===== src/hcbd_pkg.sv =====
package hcbd_pkg;

    localparam int HEADER_MAX = 64;
    localparam int SIZE_BITS  = 32;
    localparam int HC_BITS    = 7;
    localparam int BODY_BITS  = 32;
    localparam int SKIP_BITS  = 2;

    localparam logic [7:0] CHAR_CR = 8'h0D;
    localparam logic [7:0] CHAR_LF = 8'h0A;

    localparam logic [SKIP_BITS-1:0] SKIP_BYTES = SKIP_BITS'(2);

    typedef enum logic [1:0] {
        KIND_DATA  = 2'd0,
        KIND_END   = 2'd1,
        KIND_ERROR = 2'd2
    } kind_t;

    typedef enum logic [6:0] {
        PH_DIGITS = 7'b000_0001,
        PH_EXT    = 7'b000_0010,
        PH_DATA   = 7'b000_0100,
        PH_TERM   = 7'b000_1000,
        PH_LAST   = 7'b001_0000,
        PH_DONE   = 7'b010_0000,
        PH_ERROR  = 7'b100_0000
    } phase_t;

    typedef struct packed {
        kind_t                kind;
        logic [7:0]           data_byte;
        logic [BODY_BITS-1:0] body_total;
    } result_t;

endpackage


===== src/hcbd_in_reg.sv =====
module hcbd_in_reg (
    input  logic       aclk,
    input  logic       aresetn,
    input  logic       s_valid,
    output logic       s_ready,
    input  logic [7:0] s_in_byte,
    input  logic       core_ready,
    output logic       core_fire,
    output logic [7:0] core_byte
);

    logic       in_valid_reg;
    logic       in_valid_next;
    logic [7:0] in_byte_reg;
    logic       accept;

    assign core_fire = in_valid_reg && core_ready;
    assign s_ready   = !in_valid_reg || core_ready;
    assign accept    = s_valid && s_ready;
    assign core_byte = in_byte_reg;

    always_comb begin
        in_valid_next = in_valid_reg;
        if (accept) begin
            in_valid_next = 1'b1;
        end else if (core_fire) begin
            in_valid_next = 1'b0;
        end
    end

    always_ff @(posedge aclk) begin
        if (!aresetn) begin
            in_valid_reg <= 1'b0;
        end else begin
            in_valid_reg <= in_valid_next;
        end
    end

    always_ff @(posedge aclk) begin
        if (accept) begin
            in_byte_reg <= s_in_byte;
        end
    end

endmodule


===== src/hcbd_core.sv =====
module hcbd_core (
    input  logic                aclk,
    input  logic                aresetn,
    input  logic                fire,
    input  logic [7:0]          in_byte,
    output logic                res_valid,
    output hcbd_pkg::result_t   res
);

    hcbd_pkg::phase_t                  phase_reg;
    hcbd_pkg::phase_t                  phase_next;
    hcbd_pkg::phase_t                  phase_work;
    logic [hcbd_pkg::SIZE_BITS-1:0]    remaining_reg;
    logic [hcbd_pkg::SIZE_BITS-1:0]    remaining_next;
    logic [hcbd_pkg::SIZE_BITS-1:0]    rem_work;
    logic [hcbd_pkg::HC_BITS-1:0]      header_count_reg;
    logic [hcbd_pkg::HC_BITS-1:0]      header_count_next;
    logic [hcbd_pkg::HC_BITS-1:0]      hc_inc;
    logic                              saw_cr_reg;
    logic                              saw_cr_next;
    logic [hcbd_pkg::SKIP_BITS-1:0]    skip_count_reg;
    logic [hcbd_pkg::SKIP_BITS-1:0]    skip_count_next;
    logic [hcbd_pkg::SKIP_BITS-1:0]    skip_dec;
    logic [hcbd_pkg::BODY_BITS-1:0]    body_count_reg;
    logic [hcbd_pkg::BODY_BITS-1:0]    body_count_next;
    logic                              is_digit;
    logic [3:0]                        digit;
    logic                              overflow;

    assign hc_inc   = header_count_reg + hcbd_pkg::HC_BITS'(1);
    assign skip_dec = skip_count_reg - hcbd_pkg::SKIP_BITS'(1);

    always_comb begin
        is_digit = 1'b0;
        digit    = 4'd0;
        if (in_byte inside {[8'h30:8'h39]}) begin
            is_digit = 1'b1;
            digit    = in_byte[3:0];
        end else if (in_byte inside {[8'h41:8'h46], [8'h61:8'h66]}) begin
            is_digit = 1'b1;
            digit    = in_byte[3:0] + 4'd9;
        end
    end

    always_comb begin
        phase_next        = phase_reg;
        remaining_next    = remaining_reg;
        header_count_next = header_count_reg;
        saw_cr_next       = saw_cr_reg;
        skip_count_next   = skip_count_reg;
        body_count_next   = body_count_reg;
        phase_work        = phase_reg;
        rem_work          = remaining_reg;
        overflow          = 1'b0;
        res_valid         = 1'b0;
        res.kind          = hcbd_pkg::KIND_DATA;
        res.data_byte     = 8'd0;
        res.body_total    = '0;
        if (fire) begin
            case (phase_reg)
                hcbd_pkg::PH_DIGITS, hcbd_pkg::PH_EXT: begin
                    header_count_next = hc_inc;
                    if (phase_reg == hcbd_pkg::PH_DIGITS) begin
                        if (is_digit) begin
                            if (remaining_reg[hcbd_pkg::SIZE_BITS-1 -: 4] != 4'd0) begin
                                overflow = 1'b1;
                            end else begin
                                rem_work = {remaining_reg[hcbd_pkg::SIZE_BITS-5:0], digit};
                            end
                        end else begin
                            phase_work = hcbd_pkg::PH_EXT;
                        end
                    end
                    if (overflow) begin
                        phase_next = hcbd_pkg::PH_ERROR;
                        res_valid  = 1'b1;
                        res.kind   = hcbd_pkg::KIND_ERROR;
                    end else if (in_byte == hcbd_pkg::CHAR_LF && saw_cr_reg) begin
                        saw_cr_next       = 1'b0;
                        header_count_next = '0;
                        skip_count_next   = hcbd_pkg::SKIP_BYTES;
                        remaining_next    = rem_work;
                        phase_next        = (rem_work == '0) ? hcbd_pkg::PH_LAST
                                                             : hcbd_pkg::PH_DATA;
                    end else begin
                        remaining_next = rem_work;
                        phase_next     = phase_work;
                        saw_cr_next    = (in_byte == hcbd_pkg::CHAR_CR);
                        if (hc_inc >= hcbd_pkg::HC_BITS'(hcbd_pkg::HEADER_MAX)) begin
                            phase_next = hcbd_pkg::PH_ERROR;
                            res_valid  = 1'b1;
                            res.kind   = hcbd_pkg::KIND_ERROR;
                        end
                    end
                end
                hcbd_pkg::PH_DATA: begin
                    remaining_next  = remaining_reg - hcbd_pkg::SIZE_BITS'(1);
                    body_count_next = body_count_reg + hcbd_pkg::BODY_BITS'(1);
                    if (remaining_next == '0) begin
                        phase_next      = hcbd_pkg::PH_TERM;
                        skip_count_next = hcbd_pkg::SKIP_BYTES;
                    end
                    res_valid     = 1'b1;
                    res.kind      = hcbd_pkg::KIND_DATA;
                    res.data_byte = in_byte;
                end
                hcbd_pkg::PH_TERM: begin
                    skip_count_next = skip_dec;
                    if (skip_dec == '0) begin
                        phase_next        = hcbd_pkg::PH_DIGITS;
                        remaining_next    = '0;
                        header_count_next = '0;
                        saw_cr_next       = 1'b0;
                    end
                end
                hcbd_pkg::PH_LAST: begin
                    skip_count_next = skip_dec;
                    if (skip_dec == '0) begin
                        phase_next     = hcbd_pkg::PH_DONE;
                        res_valid      = 1'b1;
                        res.kind       = hcbd_pkg::KIND_END;
                        res.body_total = body_count_reg;
                    end
                end
                default: begin
                end
            endcase
        end
    end

    always_ff @(posedge aclk) begin
        if (!aresetn) begin
            phase_reg        <= hcbd_pkg::PH_DIGITS;
            remaining_reg    <= '0;
            header_count_reg <= '0;
            saw_cr_reg       <= 1'b0;
            skip_count_reg   <= '0;
            body_count_reg   <= '0;
        end else begin
            phase_reg        <= phase_next;
            remaining_reg    <= remaining_next;
            header_count_reg <= header_count_next;
            saw_cr_reg       <= saw_cr_next;
            skip_count_reg   <= skip_count_next;
            body_count_reg   <= body_count_next;
        end
    end

endmodule


===== src/hcbd_out_buf.sv =====
module hcbd_out_buf (
    input  logic              aclk,
    input  logic              aresetn,
    input  logic              push_valid,
    input  hcbd_pkg::result_t push_data,
    output logic              push_ready,
    output logic              m_valid,
    input  logic              m_ready,
    output hcbd_pkg::result_t m_data
);

    logic              main_valid_reg;
    logic              main_valid_next;
    logic              skid_valid_reg;
    logic              skid_valid_next;
    hcbd_pkg::result_t main_data_reg;
    hcbd_pkg::result_t main_data_next;
    hcbd_pkg::result_t skid_data_reg;
    hcbd_pkg::result_t skid_data_next;
    logic              pop;

    assign push_ready = !skid_valid_reg;
    assign m_valid    = main_valid_reg;
    assign m_data     = main_data_reg;
    assign pop        = main_valid_reg && m_ready;

    always_comb begin
        main_valid_next = main_valid_reg;
        skid_valid_next = skid_valid_reg;
        main_data_next  = main_data_reg;
        skid_data_next  = skid_data_reg;
        if (!main_valid_reg || pop) begin
            if (skid_valid_reg) begin
                main_valid_next = 1'b1;
                main_data_next  = skid_data_reg;
                skid_valid_next = 1'b0;
            end else begin
                main_valid_next = push_valid;
                main_data_next  = push_data;
            end
        end else if (push_valid) begin
            skid_valid_next = 1'b1;
            skid_data_next  = push_data;
        end
    end

    always_ff @(posedge aclk) begin
        if (!aresetn) begin
            main_valid_reg <= 1'b0;
            skid_valid_reg <= 1'b0;
        end else begin
            main_valid_reg <= main_valid_next;
            skid_valid_reg <= skid_valid_next;
        end
    end

    always_ff @(posedge aclk) begin
        main_data_reg <= main_data_next;
        skid_data_reg <= skid_data_next;
    end

endmodule


===== src/http_chunked_body_decoder_unit.sv =====
// Channel   Handshake           Word contents
// s_        s_valid / s_ready   s_in_byte: one raw byte of the chunked body
// m_        m_valid / m_ready   m_kind, m_data_byte, m_body_total
//
// One byte per cycle sustained unless m_ stalls; a byte's word, if any, goes from the input
// register through decode logic with header state to a two-entry output buffer, then to m_.
// Reset (aresetn low, synchronous) returns to the start of a chunk header.
// A stalled m_ only blocks s_ once both output entries and the input register fill.
module http_chunked_body_decoder_unit (
    input  logic        aclk,
    input  logic        aresetn,
    input  logic        s_valid,
    output logic        s_ready,
    input  logic [7:0]  s_in_byte,
    output logic        m_valid,
    input  logic        m_ready,
    output logic [1:0]  m_kind,
    output logic [7:0]  m_data_byte,
    output logic [31:0] m_body_total
);

    logic              core_ready;
    logic              core_fire;
    logic [7:0]        core_byte;
    logic              res_valid;
    hcbd_pkg::result_t res;
    hcbd_pkg::result_t m_data;

    hcbd_in_reg u_in_reg (
        .aclk       (aclk),
        .aresetn    (aresetn),
        .s_valid    (s_valid),
        .s_ready    (s_ready),
        .s_in_byte  (s_in_byte),
        .core_ready (core_ready),
        .core_fire  (core_fire),
        .core_byte  (core_byte)
    );

    hcbd_core u_core (
        .aclk      (aclk),
        .aresetn   (aresetn),
        .fire      (core_fire),
        .in_byte   (core_byte),
        .res_valid (res_valid),
        .res       (res)
    );

    hcbd_out_buf u_out_buf (
        .aclk       (aclk),
        .aresetn    (aresetn),
        .push_valid (res_valid),
        .push_data  (res),
        .push_ready (core_ready),
        .m_valid    (m_valid),
        .m_ready    (m_ready),
        .m_data     (m_data)
    );

    assign m_kind       = m_data.kind;
    assign m_data_byte  = m_data.data_byte;
    assign m_body_total = m_data.body_total;

endmodule


===== config.mk =====
export PLATFORM = sky130hd
export DESIGN_NAME = http_chunked_body_decoder_unit
export DESIGN_NICKNAME = d
export VERILOG_FILES = /design/src/hcbd_pkg.sv /design/src/hcbd_in_reg.sv /design/src/hcbd_core.sv /design/src/hcbd_out_buf.sv /design/src/http_chunked_body_decoder_unit.sv
export SDC_FILE = /design/constraint.sdc
export NUM_CORES = 1
export LEC_CHECK = 0
export BUFFER_PORTS_ARGS = -buffer_cell sky130_fd_sc_hd__buf_2
export CORE_ASPECT_RATIO = 1.75
export CORE_MARGIN = 2
export CORE_UTILIZATION = 51
export DETAILED_ROUTE_END_ITERATION = 8
export PLACE_DENSITY = 0.69
export SYNTH_ARGS = -nofsm -noshare
export SYNTH_HDL_FRONTEND = slang
export SYNTH_SLANG_ARGS = --single-unit

===== constraint.sdc =====
create_clock -name aclk -period 10.2 [get_ports aclk]
set_input_delay 2.04 -clock aclk [delete_from_list [all_inputs] [get_ports aclk]]
set_output_delay 2.04 -clock aclk [all_outputs]
set_load 0.005 [all_outputs]

==> parameters.txt <==
Parameter                              Value

Detailed routing
  Via-to-Cell Ratio    ~6.1
  Metal2 WL    11220 um
  Number of vias in the routed layout    7253
  Average wire per cell in the routed design    about 18 um
  Top routing layer used    met4
  Detailed-routing wirelength on met1    between 8000 and 9000 um
  Residual DRC    0
  Length of routed met3 wiring    867 um
  Drt first pass iters    5
  Total wirelength of the detailed-routed design    21090 um
  Residual antenna-violating net count after detailed routing    0
  Drt first-iter violations    368

Power
  Sw power    381.5 uW
  Clk pwr share    43.9%
  Cell Int Power    1205 uW
  Cell leakage power    0.003959 uW
  Sequential power share    roughly 48%
  Maximum VDD drop    0.1137 mV
  Switching share of power    about a quarter
  Combinational power share    8.6%
  Power density over the cells    160.8 mW/mm2

Critical path
  Standard cell with the maximum stage delay on the critical path    sky130_fd_sc_hd__a31o_2
  Worst EP required    10.27 ns
  Signal arrival time at the worst endpoint    3.80 ns
  Dominant delay contributor by cell family on the critical path    compound AO/OA/AOI/OAI gates
  Classification of the worst setup path    reg2reg
  CP max stage delay    between 0.5 and 0.6 ns
  Count of buffering cells on the critical path with inverters included    2
  CP endpoint kind    register
  Maximum fanout along the worst path    41
  Worst-path cell chain    inv_1 > ha_1 > o21bai_1 > a21boi_1 > a31o_2 > a21oi_1 > o21ai_0 > nor3b_2 > buf_4
  Crit start category    register

Clock tree
  Maximum count of clock buffers along a single path    2
  Count of instances resized after the clock tree is built    0
  CTS sink count    176
  Number of post-CTS setup repair buffers    0
  Number of buffers created by CTS    17
  Clock tree from TritonCTS    built
  Insertion delay of the later-clocked pin in the worst-skew pair    0.43 ns
  H-tree level count    4
  Hold-fix buffers at CTS    0
  CTS root buffer    sky130_fd_sc_hd__clkbuf_16
  Worst-path clk slew    around 0.070 ns

Timing
  Peak Freq    ~0.27 GHz
  Ratio of final minimum period to clock period    36.62%
  Final critical path time including I/O delays and setup    3.735 ns
  Min Hold Slack    0.4822 ns
  Worst slew margin    33.57%
  Setup clock skew after layout    0.01085 ns
  Max-slew violation total from the final report    0
  Number of setup violations in the final report    0
  Fin Setup TNS    0 ns
  Worst Max-Slew Pin Slew    0.9934 ns
  Setup repair after global routing missed its margin    false
  Final hold violations    0

Synthesis
  Seq cells post-synth    176
  Dominant synthesized flop cell    sky130_fd_sc_hd__edfxtp_1
  Synth cell count leaders    92 x sky130_fd_sc_hd__edfxtp_1, 86 x sky130_fd_sc_hd__nor2_1, 84 x sky130_fd_sc_hd__dfxtp_1
  Mapped Cells    920
  Most frequent cell after synthesis    sky130_fd_sc_hd__edfxtp_1
  Synth Cell Area    0.008889 mm2
  Top cells by area in the synthesized netlist    sky130_fd_sc_hd__edfxtp_1 31%, sky130_fd_sc_hd__dfxtp_1 19%, sky130_fd_sc_hd__o21ai_0 4.1%
  Mean instance size in the synthesized netlist    9.661 um2
  Share of the synthesized area in the top cell type    31.08%
  Async set or reset register ratio after synthesis    0%
  Cell type with the largest total area after synthesis    sky130_fd_sc_hd__edfxtp_1
  Netlist cell types    79
  Synthesis warning total    0
  Net count after synthesis    941
  Proportion of synthesized chip area in sequential cells    50.00%
  Number of synthesized flops with an enable pin    92

Placed design
  Routability congestion estimate    0.9443
  Number of buffers inserted by port buffering    55
  Post-DP HPWL    14350 um

Floorplan
  Die Ht    178.6 um
  I/O pin cnt    56
  Site Rows    63
  Area enclosed by the die boundary    around 0.019 mm2
  Effective utilization at floorplan    52.20%
  Chip width    103.8 um
  Area of the core    0.01703 mm2

Global route
  Wire length of the first global-routing pass    about 34000 um
  Overall track demand over capacity in global routing    between 20% and 30%
  Overflow after GRT    0
  Antenna violations before repair    0
  Pin count of the biggest net entering global routing    48
  Vias in the first global route    6985

Finish
  Share of post-route cells with drive strength above 1    13.02%
  Register Area    roughly 0.0044 mm2
  Layout Area Growth over Synthesis    10.98%
  Layout net count    between 900 and 1000
  Area used by multi-input combinational logic    0.004119 mm2
  Fillcell total    1538
  Count of inserted antenna diode cells    0

Status
  Status    finished clean

Worst hold path
  Class of the most critical hold timing path    reg2reg

Job
  Max-cap check violation count    0
-- through the flow --
| stage | power (uW) | area (um2) | instances | util, % | setup WS (ns) |
|---|---|---|---|---|---|
| final | 1586 | 9864 | 1187 | 57.94 | 6.465 |
| after CTS | 1595 | 9864 | 1187 | 57.94 | 6.509 |
| after floorplan | 865.3 | 8889 | 920 | - | 3.397 |
| after detailed placement | 901.7 | 9235 | 1155 | 54.24 | 6.403 |
| after global placement | 900.4 | 9235 | 1155 | 54.24 | 6.425 |
| after global routing | 1637 | 9864 | 1187 | 57.94 | 6.177 |
-- routing by layer --
layer,vias to the layer above,global-route usage [%]
li1,3462,-
met1,3502,24.25
met2,223,43.02
met3,66,3.727
met4,0,13.96
met5,-,0
-- placed cells by master, fill, tap and decap left out, types with 9 or more instances in the layout --
cell type                   instances
sky130_fd_sc_hd__nor2_1            86
sky130_fd_sc_hd__nand3_1           43
sky130_fd_sc_hd__a21o_1            45
sky130_fd_sc_hd__dfxtp_1           84
sky130_fd_sc_hd__nand2_1           52
sky130_fd_sc_hd__and3_1            16
sky130_fd_sc_hd__nor3_1            25
sky130_fd_sc_hd__nor4_1            15
sky130_fd_sc_hd__edfxtp_1          92
sky130_fd_sc_hd__xnor2_1           13
sky130_fd_sc_hd__xor2_1            22
sky130_fd_sc_hd__or3_1             17
sky130_fd_sc_hd__ha_1               9
sky130_fd_sc_hd__a21oi_1           70
sky130_fd_sc_hd__clkbuf_16         17
sky130_fd_sc_hd__inv_1             13
sky130_fd_sc_hd__o21ai_0           72
sky130_fd_sc_hd__and2_1            36
sky130_fd_sc_hd__buf_2             55
sky130_fd_sc_hd__nand4_1           20
-- worst paths after layout --
check | start | endpoint | slack [ns] | depth (start not counted)
worst max register to register | u_in_reg.core_byte[0] | u_out_buf.skid_data_reg[6] | 6.46 | 9
worst min register to register | u_core.saw_cr_reg | u_core.saw_cr_reg | 0.48 | 2
worst min-delay path | u_core.saw_cr_reg | u_core.saw_cr_reg | 0.48 | 2
worst max-delay path | u_in_reg.core_byte[0] | u_out_buf.skid_data_reg[6] | 6.46 | 9
-- power groups by stage --
stage	registers [uW]	logic (uW)	clock network, uW
2_1_floorplan	764	102	0
3_5_place_dp	769	133	0
4_1_cts	753	134	708
5_1_grt	754	149	733
6_report	753	137	696
3_3_place_gp	769	132	0
-- cells by family (layout without fill, tap and decap cells) --
logic type	count (synthesis)	after routing	synth area share, %
AND/OR/NAND/NOR	370	370	22.66
AO/OA/AOI/OAI	255	255	17.98
flip-flops	176	176	50.00
buffers and inverters	69	109	3.970
XOR/XNOR	35	35	3.449
adder cells (fa/ha/maj)	9	9	1.267
multiplexers	6	6	0.6757
-- worst reg2reg max path: cells and delay by family, from the launching register on --
kind | cells | cell delay, ns
AND/OR/NAND/NOR | 1 | 0.24
adder cells (fa/ha/maj) | 1 | 0.22
flip-flops | 1 | 0.52
buffers and inverters | 2 | 0.72
AO/OA/AOI/OAI | 5 | 1.66
-- layout make-up --
type	count	area share (%)
sequential	176	45.05
multi-input combinational	675	41.76
clock buffer	20	4.528
timing repair buffer	63	3.399
tap	227	2.879
clock inverter	12	1.852
inverter	14	0.5327
Power figures use the tool's default switching activity.
